===== src/sv/bbp_pkg.sv =====
// ----------------------------------------------------------------------------
// bbp_pkg - shared types and constants for the bearing unit
// word layout passed along the degree cell chain, special case codes and the
// tangent constants for each whole degree
// ----------------------------------------------------------------------------
package bbp_pkg;

  localparam int COORD_W = 16;
  localparam int DIFF_W  = COORD_W + 1;
  localparam int MAG_W   = COORD_W;
  localparam int HEAD_W  = 9;
  localparam int DEGM_W  = HEAD_W - 1;
  localparam int NUM_DEG = 44;
  localparam int CNT_W   = 6;
  localparam int FRAC_W  = 48;
  localparam int HALF_W  = FRAC_W / 2;
  localparam int PROD_W  = MAG_W + HALF_W;

  localparam logic [DEGM_W-1:0] DEG_ZERO     = 8'd0;
  localparam logic [DEGM_W-1:0] DEG_DIAG     = 8'd45;
  localparam logic [DEGM_W-1:0] DEG_OCT_TOP  = 8'd89;
  localparam logic [DEGM_W-1:0] DEG_RIGHT    = 8'd90;
  localparam logic [DEGM_W-1:0] DEG_BACK_TOP = 8'd179;
  localparam logic [DEGM_W-1:0] DEG_HALF     = 8'd180;

  localparam real PI_R       = 3.14159265358979323846;
  localparam real FRAC_SCALE = 2.0 ** FRAC_W;

  typedef enum logic [2:0] {
    KIND_ZERO,
    KIND_VERT,
    KIND_AXIS,
    KIND_DIAG,
    KIND_OCT
  } bbp_kind_t;

  typedef struct packed {
    bbp_kind_t kind;
    logic      neg_x;
    logic      neg_y;
    logic      swap;
  } bbp_side_t;

  typedef struct packed {
    bbp_side_t          side;
    logic [MAG_W-1:0]   num;
    logic [MAG_W-1:0]   den;
    logic [CNT_W-1:0]   cnt;
    logic               alive;
  } bbp_word_t;

  // tan of a whole degree as an unsigned fraction with FRAC_W bits
  function automatic logic [FRAC_W-1:0] tan_q(input int deg);
    real ang;
    real scaled;
    ang    = real'(deg) * PI_R / 180.0;
    scaled = $tan(ang) * FRAC_SCALE;
    return FRAC_W'(longint'(scaled));
  endfunction

endpackage


===== src/sv/bbp_front.sv =====
// ----------------------------------------------------------------------------
// bbp_front - difference vector and case split
// forms dx and dy, their magnitudes, sorts them into the octant ratio and
// registers the word that enters the degree cell chain
// ----------------------------------------------------------------------------
module bbp_front (
  input  logic                              clk,
  input  logic                              rst_n,
  input  logic                              en,
  input  logic                              in_valid,
  input  logic signed [bbp_pkg::COORD_W-1:0] in_from_x,
  input  logic signed [bbp_pkg::COORD_W-1:0] in_from_y,
  input  logic signed [bbp_pkg::COORD_W-1:0] in_to_x,
  input  logic signed [bbp_pkg::COORD_W-1:0] in_to_y,
  output logic                              valid_o,
  output bbp_pkg::bbp_word_t                word_o
);
  import bbp_pkg::*;

  logic signed [DIFF_W-1:0] dx;
  logic signed [DIFF_W-1:0] dy;
  logic [DIFF_W-1:0]        ax_full;
  logic [DIFF_W-1:0]        ay_full;
  logic [MAG_W-1:0]         ax;
  logic [MAG_W-1:0]         ay;
  logic                     valid_r;
  bbp_word_t                word_r;
  bbp_word_t                word_nxt;

  assign dx      = DIFF_W'(in_to_x) - DIFF_W'(in_from_x);
  assign dy      = DIFF_W'(in_to_y) - DIFF_W'(in_from_y);
  assign ax_full = dx[DIFF_W-1] ? DIFF_W'(-dx) : DIFF_W'(dx);
  assign ay_full = dy[DIFF_W-1] ? DIFF_W'(-dy) : DIFF_W'(dy);
  assign ax      = ax_full[MAG_W-1:0];
  assign ay      = ay_full[MAG_W-1:0];

  always_comb begin
    word_nxt.side.neg_x = dx[DIFF_W-1];
    word_nxt.side.neg_y = dy[DIFF_W-1];
    word_nxt.side.swap  = ax > ay;
    word_nxt.cnt        = '0;
    word_nxt.alive      = 1'b1;
    // octant ratio is always smaller over larger
    word_nxt.num        = (ax > ay) ? ay : ax;
    word_nxt.den        = (ax > ay) ? ax : ay;
    if (ax == '0 && ay == '0) begin
      word_nxt.side.kind = KIND_ZERO;
    end else if (ax == '0) begin
      word_nxt.side.kind = KIND_VERT;
    end else if (ay == '0) begin
      word_nxt.side.kind = KIND_AXIS;
    end else if (ax == ay) begin
      word_nxt.side.kind = KIND_DIAG;
    end else begin
      word_nxt.side.kind = KIND_OCT;
    end
  end

  always_ff @(posedge clk) begin
    if (!rst_n) begin
      valid_r <= 1'b0;
    end else if (en) begin
      valid_r <= in_valid;
    end
  end

  always_ff @(posedge clk) begin
    if (en) begin
      word_r <= word_nxt;
    end
  end

  assign valid_o = valid_r;
  assign word_o  = word_r;

endmodule


===== config.mk =====
export PLATFORM = sky130hd
export DESIGN_NAME = bbp_front
export DESIGN_NICKNAME = d
export VERILOG_FILES = /design/src/sv/bbp_pkg.sv /design/src/sv/bbp_front.sv
export SDC_FILE = /design/constraint.sdc
export NUM_CORES = 1
export LEC_CHECK = 0
export CAP_MARGIN = 20
export CORE_MARGIN = 8
export CORE_UTILIZATION = 30
export CTS_BUF_LIST = sky130_fd_sc_hd__clkbuf_8 sky130_fd_sc_hd__clkbuf_16
export DETAILED_ROUTE_END_ITERATION = 10
export DONT_BUFFER_PORTS = 1
export GPL_TIMING_DRIVEN = 0
export HOLD_SLACK_MARGIN = 0.15
export PLACE_DENSITY = 0.41
export SYNTH_ARGS = -nofsm -noshare
export SYNTH_HDL_FRONTEND = slang
export SYNTH_SLANG_ARGS = --single-unit
export TNS_END_PERCENT = 30

===== constraint.sdc =====
create_clock -name clk -period 10.85 [get_ports clk]
set_clock_uncertainty 0.05 [all_clocks]
set_input_delay 0.5425 -clock clk [delete_from_list [all_inputs] [get_ports clk]]
set_output_delay 0.5425 -clock clk [all_outputs]
set_load 0.01 [all_outputs]

After elaboration in Yosys (flattened, before gate mapping)
Index checks and enable logic that the tools add are counted.
{"block": "classes", "add_sub_neg": 4, "order_cmp": 1, "n_eq_ne": 1, "mux": 7, "n_reduce_logical": 5}
{"op": "$mux 16", "n": 4}
{"op": "$sub 16x16->17", "n": 2}
{"op": "$logic_not 16->1", "n": 2}
{"op": "$neg 16->16", "n": 2}
{"op": "$eq 16x16->1", "n": 1}
{"op": "$gt 16x16->1", "n": 1}
{"op": "$mux 3", "n": 1}
{"op": "$reduce_or 3->1", "n": 1}
{"op": "$mux 2", "n": 1}
{"op": "$reduce_or 2->1", "n": 1}
{"op": "$logic_and 1x1->1", "n": 1}
{"op": "$mux 1", "n": 1}
{"block": "word_totals", "regBits": 39, "in_bits": 68, "out_inout_bits": 46, "word_cells": 27}

Longest topological paths before layout
Gate-level depths: netlist (run 1).
{"block": "depth", "word_depth": 7, "ltp_mapped": 26}

Least setup slack after synthesis (run 1)
OpenSTA, ideal clock, no wires.
{"block": "synth_timing", "path_type": "input-to-reg", "start": "in in_to_x[0] (netlist bit)", "end": "reg word_r (netlist bit word_o[10]), data pin", "setup_time_ns": 0.279, "arrival_ns": 4.940, "slack_ns": 5.581, "cell_stages": 23, "path_buffers": 3, "path_cell_list": "inv_1 > ha_1 > fa_1 > and2b_1 > nor2_1 > o311a_1 > or2_0 > clkbuf_1 > a2111o_1 > o21ai_0 > xnor2_1 > inv_1 > ha_1 > nor2b_1 > o21ai_0 > nand2b_1 > a21oi_1 > nor2b_1 > o31ai_1 > a21o_1 > clkbuf_1 > clkbuf_1 > mux2i_1"}
{"item": "start, declared", "line": "bbp_front.sv:13", "text": "input logic signed [bbp_pkg::COORD_W-1:0] in_to_x,"}
{"item": "end signal, assigned", "line": "bbp_front.sv:69", "text": "word_r <= word_nxt;"}
{"item": "end, declared", "line": "bbp_front.sv:27", "text": "bbp_word_t word_r;"}

==> results of run 1 <==
## area by class of cell
| cell class | count | area (um^2) |
|---|---|---|
| Multi-Input combinational cell | 509 | 3730 |
| Clock inverter | 2 | 35.0 |
| Fill cell | 1822 | 11500 |
| Sequential cell | 39 | 1160 |
| Tap cell | 225 | 282 |
| Inverter | 65 | 244 |
| Clock buffer | 6 | 139 |
| Buffer | 30 | 144 |
## cells in the final DEF (no fill, tap or decap), types with 14 or more instances in the layout
cell type   n
xor2_1     15
o21a_1     14
edfxtp_1   38
nand2_1    38
nor2_1     41
clkbuf_1   19
inv_1      64
ha_1       50
xnor2_1    27
mux2i_1    37
a21oi_1    36
o21ai_0    32
## kinds of logic after synthesis
kind of cell / Yosys count / share of synthesized area (%)
compound gates: 173 / 23.0
xor+xnor: 43 / 7.31
fa+ha+maj: 52 / 12.7
buf+inv: 95 / 7.38
flops: 39 / 22.1
mux: 38 / 7.26
other cells: 2 / 0.143
simple gates: 196 / 20.1
## state kept, by name (all words and copies together), names as in the netlist
name and count:
word_o 38, valid_o 1
## synth_stat cells (3+ instances only)
library cell	instances	area share, %
a211o_1	3	0.50
a211oi_1	11	1.6
a21o_1	9	1.3
a21oi_1	36	3.4
a22oi_1	4	0.57
a41oi_1	3	0.50
and2_1	7	0.83
and3_1	9	1.1
buf_2	4	0.38
buf_4	7	1.0
clkbuf_1	19	1.4
edfxtp_1	38	22
ha_1	50	12
inv_1	64	4.6
mux2i_1	37	7.0
nand2_1	38	2.7
nand2b_1	9	1.1
nand3_1	11	1.0
nand4_1	13	1.5
nor2_1	41	2.9
nor2b_1	13	1.5
nor3_1	12	1.1
nor4_1	9	1.1
o211ai_1	7	1.0
o21a_1	14	2.0
o21ai_0	32	3.0
o21ai_1	6	0.57
o21bai_1	5	0.71
o31ai_1	5	0.71
o41ai_1	3	0.50
or2_1	3	0.36
or2_2	3	0.36
or3_1	13	1.5
xnor2_1	27	4.5
xor2_1	15	2.5
## through the flow
step | cells | hold WS (ns) | cell area (um^2) | util [%]
2_1_floorplan | 643 | 0.488 | 5280 | -
3_3_place_gp | 868 | 0.513 | 5560 | 32.2
3_5_place_dp | 868 | 0.517 | 5560 | 32.2
4_1_cts | 876 | 0.322 | 5730 | 33.3
5_1_grt | 876 | 0.315 | 5730 | 33.3
6_report | 876 | 0.326 | 5730 | 33.3
## per-layer routing
layer | vias to the layer above | global-route usage, % | routed length, um
met5 | - | 0 | 0
met4 | 0 | 2.24 | 131
met3 | 10 | 2.70 | 802
met2 | 133 | 20.3 | 6290
met1 | 2106 | 18.3 | 7590
li1 | 2367 | - | -
## how the worst max path moves through the flow
| stage | slack [ns] | cells past startpoint | startpoint | end |
|---|---|---|---|---|
| floorplan | 5.58 | 23 | in_to_x[0] | word_o[10] |
| global placement | 4.58 | 23 | in_to_y[0] | word_o[9] |
| detailed placement | 4.56 | 24 | in_to_y[0] | word_o[9] |
| CTS | 4.81 | 24 | in_to_y[0] | word_o[30] |
| global route | 4.41 | 24 | in_to_y[0] | word_o[9] |
| finish | 4.86 | 23 | in_to_y[0] | word_o[30] |
## critical path: stages
cell	delay [ns]
inv_1	0.02
ha_1	0.21
fa_1	0.42
nor2b_1	0.19
o211ai_1	0.16
a21oi_1	0.46
o2111ai_1	0.15
nand2_1	0.29
clkbuf_1	0.39
o21ai_0	0.26
ha_1	0.34
nor2b_1	0.13
o21a_1	0.17
o21a_1	0.16
o21a_1	0.16
o21a_1	0.16
o21ai_0	0.16
a21oi_1	0.10
o31ai_1	0.22
a21o_1	0.14
clkbuf_1	0.26
clkbuf_1	0.61
mux2i_1	0.20
## report_power, final
group / leakage (nW) / total, mW / switching (mW) / internal, mW
logic: 1.99 / 0.570 / 0.340 / 0.230
clock network: 0.0868 / 0.167 / 0.0526 / 0.114
registers: 0.380 / 0.318 / 0.0557 / 0.263
==> flow_metrics.env, run 1 <==
export IMPL_status="complete, no violations"
export IMPL_worst_r2r_cell_count=2
export IMPL_ys_warn_count=0
export IMPL_whs_endpoint="word_o[39]"
export IMPL_drt_iter0_drc=206
export IMPL_die_h_um=148
export IMPL_num_vias=4616
export IMPL_min_from="en"
export IMPL_viasPerCell=5.27
export IMPL_critPathLaunchType="primary input"
export IMPL_rows=48
export IMPL_crit_fanout=10
export IMPL_worst_r2r_setup_slack_ns=10.17
export IMPL_cts_sinks=39
export IMPL_dpl_hpwl_um=12600
export IMPL_holdCritPathClass="primary input to register"
export IMPL_io_pins=114
export IMPL_max_cap_viol_count=0
export IMPL_setup_viol=0
export IMPL_post_route_period_util_pct=55.2
export IMPL_maxSlewViolCount=0
export IMPL_core_um2=17200
export IMPL_cp_required_ns=10.79
export IMPL_cts_htree_levels=2
export IMPL_synth_edf_count=38
export IMPL_path_clk_slew_ns=0.06
export IMPL_synth_seq_cells=39
export IMPL_cts_tree="yes"
export IMPL_drive_gt1_share_pct=6.14
export IMPL_timing_slew_headroom_pct=46.8
export IMPL_drcViolationCount=0
export IMPL_crit_type="primary input to register"
export IMPL_track_usage_pct=13.1
export IMPL_initial_core_util_pct=30.5
export IMPL_antenna_cells=0
export IMPL_cts_max_path_buffers=2
export IMPL_netlist_instances=638
export IMPL_p_leak_nw=2.45
export IMPL_cts_resized=0
export IMPL_period_needed_ns=5.99
export IMPL_synth_main_ff_cell="edfxtp_1"
export IMPL_place_ws_ns=4.56
export IMPL_post_cts_buffers=0
export IMPL_port_buffers=0
export IMPL_reg2reg_to="valid_o"
export IMPL_cts_made_buffers=5
export IMPL_finalSetupTns_ns=0
export IMPL_firstDrtPassIters=4
export IMPL_antenna_left=0
export IMPL_antenna_found_initial=0
export IMPL_peakVddDrop_mv=0.116
export IMPL_power_mw=1.06
export IMPL_die_area_um2=22000
export IMPL_grt_pass1_vias=4492
export IMPL_async_reset_ff_share_pct=0
export IMPL_clk_latency_ns=0.28
export IMPL_power_per_cell_area_nw_per_um2=184
export IMPL_chipWidth_um=148
export IMPL_syn_area_um2=5260
export IMPL_ctsHoldBuffers=0
export IMPL_routed_wl_um=14800
export IMPL_tightest_slew_ns=0.794
export IMPL_rsz0062_at_grt="no"
export IMPL_fmax_mhz=167
export IMPL_wire_per_inst_um=16.9
export IMPL_synth_cell_types=81
export IMPL_end_kind="register"
export IMPL_gp_congestion=0.855
export IMPL_syn_to_final_growth_pct=9.02
export IMPL_cts_root_buffer="clkbuf_16"
export IMPL_worst_slack_ns=4.86
export IMPL_grt_pass1_wl_um=23700
export IMPL_syn_area_per_cell_um2=8.24
export IMPL_seq_area_frac_synth_pct=22.1
export IMPL_hold_viol=0
export IMPL_overflow=0
export IMPL_critPathArrivalTime_ns=5.93
export IMPL_grt_max_degree=40
export IMPL_r2r_start="valid_o"
export IMPL_nets=770
export IMPL_hold_depth=0
Power figures use the tool's default switching activity.
==> run 2, diff against run 1 <==
clock period = 6.05 ns   (was 10.85 ns; I/O delays follow)
==> run 2 against run 1 <==
Effect of this change: via count up 0.56%; sequential power up 80%; total power up 80%; critical path depth unchanged; utilization up 0.20 points; critical endpoint unchanged; largest power group unchanged.
==> flow_metrics.env, run 2 (synthesis gave the netlist of run 1 again) <==
export IMPL_overflow=0
export IMPL_drt_iter0_drc=181
export IMPL_combPwrFrac_pct=54.1
export IMPL_cts_made_buffers=5
export IMPL_grt_pass1_wl_um=23800
export IMPL_r2r_start="valid_o"
export IMPL_crit_path_start="in_to_y[0]"
export IMPL_p_clk_share_pct=15.8
export IMPL_placed_cells=868
export IMPL_die_h_um=148
export IMPL_crit_type="primary input to register"
export IMPL_p_sw_uw=809
export IMPL_status="complete, no violations"
export IMPL_final_cells=878
export IMPL_whs_endpoint="valid_o"
export IMPL_hold_depth=2
export IMPL_p_leak_nw=2.47
export IMPL_path_cells="inv_1 > ha_1 > fa_1 > nor2b_1 > o211ai_1 > a21oi_1 > o2111ai_1 > nand2_1 > clkbuf_1 > o21ai_0 > ha_1 > nor2b_1 > o21a_1 > o21a_1 > o21a_1 > o21a_1 > o21ai_0 > a21oi_1 > o31ai_1 > a21o_1 > clkbuf_1 > clkbuf_2 > mux2i_1"
export IMPL_core_um2=17200
export IMPL_antenna_found_initial=0
export IMPL_chipWidth_um=148
export IMPL_die_area_um2=22000
export IMPL_netSwitchingFraction_pct=42.6
export IMPL_cp_depth=23
export IMPL_rows=48
export IMPL_cp_required_ns=6.11
export IMPL_initial_core_util_pct=30.5
export IMPL_nFillCells=1824
export IMPL_path_clk_slew_ns=0.06
export IMPL_grt_max_degree=39
export IMPL_pwr_share_seq_pct=30.1
export IMPL_peakVddDrop_mv=0.210
export IMPL_cts_tree="yes"
export IMPL_min_from="in_valid"
export IMPL_multi_input_area_um2=3730
export IMPL_grt_pass1_vias=4499
export IMPL_crit_slowest_cell="a21oi_1"
export IMPL_drive_gt1_share_pct=6.74
export IMPL_cp_slowest_stage_delay_ns=0.46
export IMPL_max_cap_viol_count=0
export IMPL_critPathArrivalTime_ns=5.53
export IMPL_cts_sinks=39
export IMPL_tightest_slew_ns=0.821
export IMPL_io_pins=114
export IMPL_largest_register_ff_count=38
export IMPL_rsz0062_at_grt="no"
export IMPL_port_buffers=0
export IMPL_register_area_um2=1160
export IMPL_setup_viol=0
export IMPL_holdCritPathClass="primary input to register"
export IMPL_num_vias=4642
export IMPL_power_per_cell_area_nw_per_um2=330
export IMPL_finalHoldWorstSlack_ns=0.165
export IMPL_nets=772
export IMPL_crit_family="compound AO/OA/AOI/OAI gates"
export IMPL_syn_to_final_growth_pct=9.66
export IMPL_clk_latency_ns=0.28
export IMPL_drcViolationCount=0
export IMPL_wire_per_inst_um=16.9
export IMPL_viasPerCell=5.29
export IMPL_fmax_mhz=183
export IMPL_worst_r2r_cell_count=2
export IMPL_hold_viol=0
export IMPL_track_usage_pct=13.1
export IMPL_cts_htree_levels=2
export IMPL_worst_r2r_setup_slack_ns=5.35
export IMPL_cts_max_path_buffers=2
export IMPL_crit_fanout=10
export IMPL_maxSlewViolCount=0
export IMPL_reg2reg_to="valid_o"
export IMPL_antenna_cells=0
export IMPL_period_needed_ns=5.47
export IMPL_end_kind="register"
export IMPL_routed_wl_um=14900
export IMPL_critPathLaunchType="primary input"
export IMPL_critPathBufInv=4
export IMPL_antenna_left=0
export IMPL_firstDrtPassIters=4
export IMPL_finalSetupTns_ns=0
export IMPL_final_cell_mix="64 x inv_1, 50 x ha_1, 41 x nor2_1, 38 x nand2_1, 38 x edfxtp_1"
export IMPL_final_common_cell="inv_1"
export IMPL_post_route_period_util_pct=90.4
export IMPL_gp_congestion=0.855
export IMPL_power_internal_mw=1.09
export IMPL_cts_root_buffer="clkbuf_16"
export IMPL_dpl_hpwl_um=12600
export IMPL_timing_slew_headroom_pct=44.9
export IMPL_crit_top_cell="o21a_1"
==> run 2: cell types whose count changed in the layout (fill, tap and decap cells not counted) <==
cell	delta
dlygate4sd3_1	+1
clkbuf_1	-3
clkbuf_2	+3
buf_12	+1
==> run 2: power groups by stage <==
stage	Sequential, mW	Combinational (mW)	Clock [mW]
after floorplan	0.557	0.790	0
after global placement	0.582	1.01	0
after detailed placement	0.585	1.03	0
after CTS	0.579	1.04	0.306
after global routing	0.586	1.16	0.317
final	0.571	1.03	0.301
==> run 2: how the worst max path moves through the flow <==
stage | end | slack [ns]
CTS | word_o[30] | 0.25
global route | word_o[24] | 0.13
floorplan | word_o[10] | 1.02
detailed placement | word_o[9] | 0.005
global placement | word_o[9] | 0.02
finish | word_o[30] | 0.58
==> run 2: layout make-up <==
class / count / area share, %
inverters: 65 / 4.23
repair buffers: 2 / 0.521
well taps: 225 / 4.88
multi-input cells: 509 / 64.6
clock buffers: 6 / 2.41
plain buffers: 30 / 2.56
clock inverters: 2 / 0.608
flip-flops and latches: 39 / 20.1
==> run 2: through the flow <==
stage	util, %	setup slack [ns]	power, mW	cell area (um^2)
finish	33.4	0.583	1.90	5770
global route	33.4	0.132	2.06	5770
CTS	33.4	0.249	1.93	5760
detailed placement	32.2	0.00486	1.61	5560
global placement	32.2	0.0178	1.60	5560
floorplan	-	1.02	1.35	5280
==> run 2: metal layers <==
metal  track usage, %  wire (um)  vias to the layer above
met5                0          0                        -
met4             2.24        128                        0
met3             2.73        869                       12
met2             20.4       6290                      146
met1             18.4       7570                     2112
li1                 -          -                     2372
==> run 2: timing repair <==
item / 4_1_cts / 5_1_grt
setup endpoints to repair: 0 / 29
hold endpoints to repair: 39 / 0
hold buffers: 2 / 0
gates resized for setup: 0 / 6
buffers inserted: 0 / 0
==> run 3, diff against run 2 <==
BUFFER_PORTS_ARGS = -buffer_cell sky130_fd_sc_hd__buf_2   (was not set)
CELL_PAD_IN_SITES_DETAIL_PLACEMENT = 2   (was not set)
CELL_PAD_IN_SITES_GLOBAL_PLACEMENT = 2   (was not set)
DONT_BUFFER_PORTS = not set   (was 1)
PLACE_DENSITY = 0.73   (was 0.41)
==> run 3 against run 2 <==
Effect of this change: cell count grew 12%; routed wire length increased by 20%; register-to-register slack gained 0.05 ns; count of clock-buffer cells in the layout fell by 1; critical path depth unchanged; non-clock buffer count up 104; global-route usage increased by 2.9 points; critical path type unchanged; first-iteration DRC count fell by 27%.
==> flow_metrics.env, run 3 (synthesis gave the netlist of run 1 again) <==
export IMPL_status="complete, no violations"
export IMPL_drt_iter0_drc=133
export IMPL_final_cell_mix="111 x buf_2, 64 x inv_1, 50 x ha_1, 41 x nor2_1"
export IMPL_gp_congestion=0.804
export IMPL_holdCritPathClass="primary input to register"
export IMPL_dpl_cell_area_um2=6090
export IMPL_grt_max_degree=40
export IMPL_max_cap_viol_count=0
export IMPL_viasPerCell=5.33
export IMPL_num_vias=5236
export IMPL_grt_pass1_wl_um=29300
export IMPL_chipWidth_um=148
export IMPL_place_ws_ns=-0.324
export IMPL_tightest_slew_ns=0.871
export IMPL_clk_latency_ns=0.28
export IMPL_finalHoldWorstSlack_ns=0.183
export IMPL_die_h_um=148
export IMPL_path_clk_slew_ns=0.06
export IMPL_crit_fanout=10
export IMPL_firstDrtPassIters=4
export IMPL_core_um2=17200
export IMPL_cts_sinks=39
export IMPL_post_cts_buffers=0
export IMPL_path_cells="buf_2 > inv_1 > ha_1 > and2_1 > a221oi_1 > a21oi_2 > o2111ai_1 > nand2_1 > clkbuf_1 > o21ai_0 > ha_1 > nor2b_1 > o21a_1 > o21a_1 > o21a_1 > o21a_1 > o21ai_0 > a21oi_1 > o31ai_1 > a21o_1 > clkbuf_1 > buf_2 > mux2i_1"
export IMPL_syn_to_final_growth_pct=18.8
export IMPL_drive_gt1_share_pct=19.7
export IMPL_port_buffers=106
export IMPL_power_per_cell_area_nw_per_um2=321
export IMPL_power_mw=2.00
export IMPL_initial_core_util_pct=30.5
export IMPL_die_area_um2=22000
export IMPL_period_needed_ns=5.70
export IMPL_cts_max_path_buffers=2
export IMPL_p_leak_nw=2.86
export IMPL_end_kind="register"
export IMPL_worst_slack_ns=0.349
export IMPL_cts_htree_levels=2
export IMPL_setup_viol=0
export IMPL_crit_slowest_cell="o21ai_0"
export IMPL_overflow=0
export IMPL_nets=876
export IMPL_antenna_left=0
export IMPL_antenna_cells=0
export IMPL_critPathLaunchType="primary input"
export IMPL_stdcell_area_um2=6240
export IMPL_grt_pass1_vias=5846
export IMPL_cts_tree="yes"
export IMPL_track_usage_pct=16.0
export IMPL_cp_required_ns=6.11
export IMPL_cts_made_buffers=5
export IMPL_crit_top_cell="o21a_1"
export IMPL_fmax_mhz=175
export IMPL_antenna_found_initial=0
export IMPL_rows=48
export IMPL_timing_slew_headroom_pct=41.9
export IMPL_drcViolationCount=0
export IMPL_final_common_cell="buf_2"
export IMPL_cts_root_buffer="clkbuf_16"
export IMPL_routed_wl_um=17900
export IMPL_cp_slowest_stage_delay_ns=0.53
export IMPL_nFillCells=2011
export IMPL_critPathArrivalTime_ns=5.76
export IMPL_peakVddDrop_mv=0.152
export IMPL_hold_viol=0
export IMPL_maxSlewViolCount=0
export IMPL_io_pins=114
export IMPL_ctsHoldBuffers=0
export IMPL_post_route_period_util_pct=94.2
export IMPL_finalSetupTns_ns=0
export IMPL_rsz0062_at_grt="no"
export IMPL_dpl_hpwl_um=15300
export IMPL_wire_per_inst_um=18.2
export IMPL_largest_register_ff_count=38
export IMPL_crit_type="primary input to register"
[run 3: cell count changes in the layout (fill, tap and decap cells not counted)]
| cell | delta |
|---|---|
| o32ai_2 | +1 |
| bufinv_16 | -1 |
| clkbuf_2 | -1 |
| buf_2 | +107 |
| clkinv_2 | -1 |
| buf_12 | -1 |
| a21oi_1 | -1 |
| dlygate4sd3_1 | -1 |
| clkinv_1 | +2 |
| clkbuf_8 | -1 |
| a21oi_2 | +1 |
| o32ai_1 | -1 |
| clkinvlp_4 | +1 |
[run 3: path summary, 6_finish.rpt]
path	slack, ns	to	from	cells past startpoint
min reg2reg	0.47	valid_o	valid_o	2
max	0.35	word_o[10]	in_from_y[4]	23
min	0.18	valid_o	rst_n	2
max reg2reg	5.40	valid_o	valid_o	2
[run 3: where the power goes]
part           internal (mW)  total [mW]  switching (mW)
combinational          0.503        1.27           0.762
sequential             0.463       0.491          0.0279
clock                  0.150       0.247          0.0979
[run 3: timing repair]
item	in CTS	in global routing
gates resized for setup	2	5
endpoints found under the setup margin	12	30
pin swaps	0	0
[run 3: critical path, delay by kind of cell]
| kind | cells | cell delay (ns) |
|---|---|---|
| AOI/OAI and AO/OA | 12 | 2.73 |
| adders and majority gates | 2 | 0.75 |
| buffers and inverters | 5 | 1.11 |
| muxes | 1 | 0.28 |
| and+or+nand+nor | 3 | 0.57 |
[run 3: per-layer routing]
layer | track usage, % | part of all wire [%] | vias up
met3 | 1.82 | 2.9 | 20
met5 | 0 | 0 | -
met2 | 30.8 | 53 | 84
li1 | - | - | 2579
met4 | 3.82 | 1.5 | 0
met1 | 18.1 | 43 | 2553
[run 3: layout make-up]
type,instances,area (um^2),share of cell area [%]
Timing Repair Buffer,106,531,8.50
Clock inverter,3,15.0,0.240
Clock buffer,5,125,2.00
Multi-Input combinational cell,509,3740,59.9
Sequential cell,39,1160,18.6
Tap cell,225,282,4.51
Inverter,65,244,3.91
Buffer,30,148,2.36
[run 3: stage by stage]
step                      instances  util (%)
after floorplan                 643         -
after CTS                       982      36.1
final                           982      36.2
after global placement          974      35.3
after global routing            982      36.2
after detailed placement        974      35.3
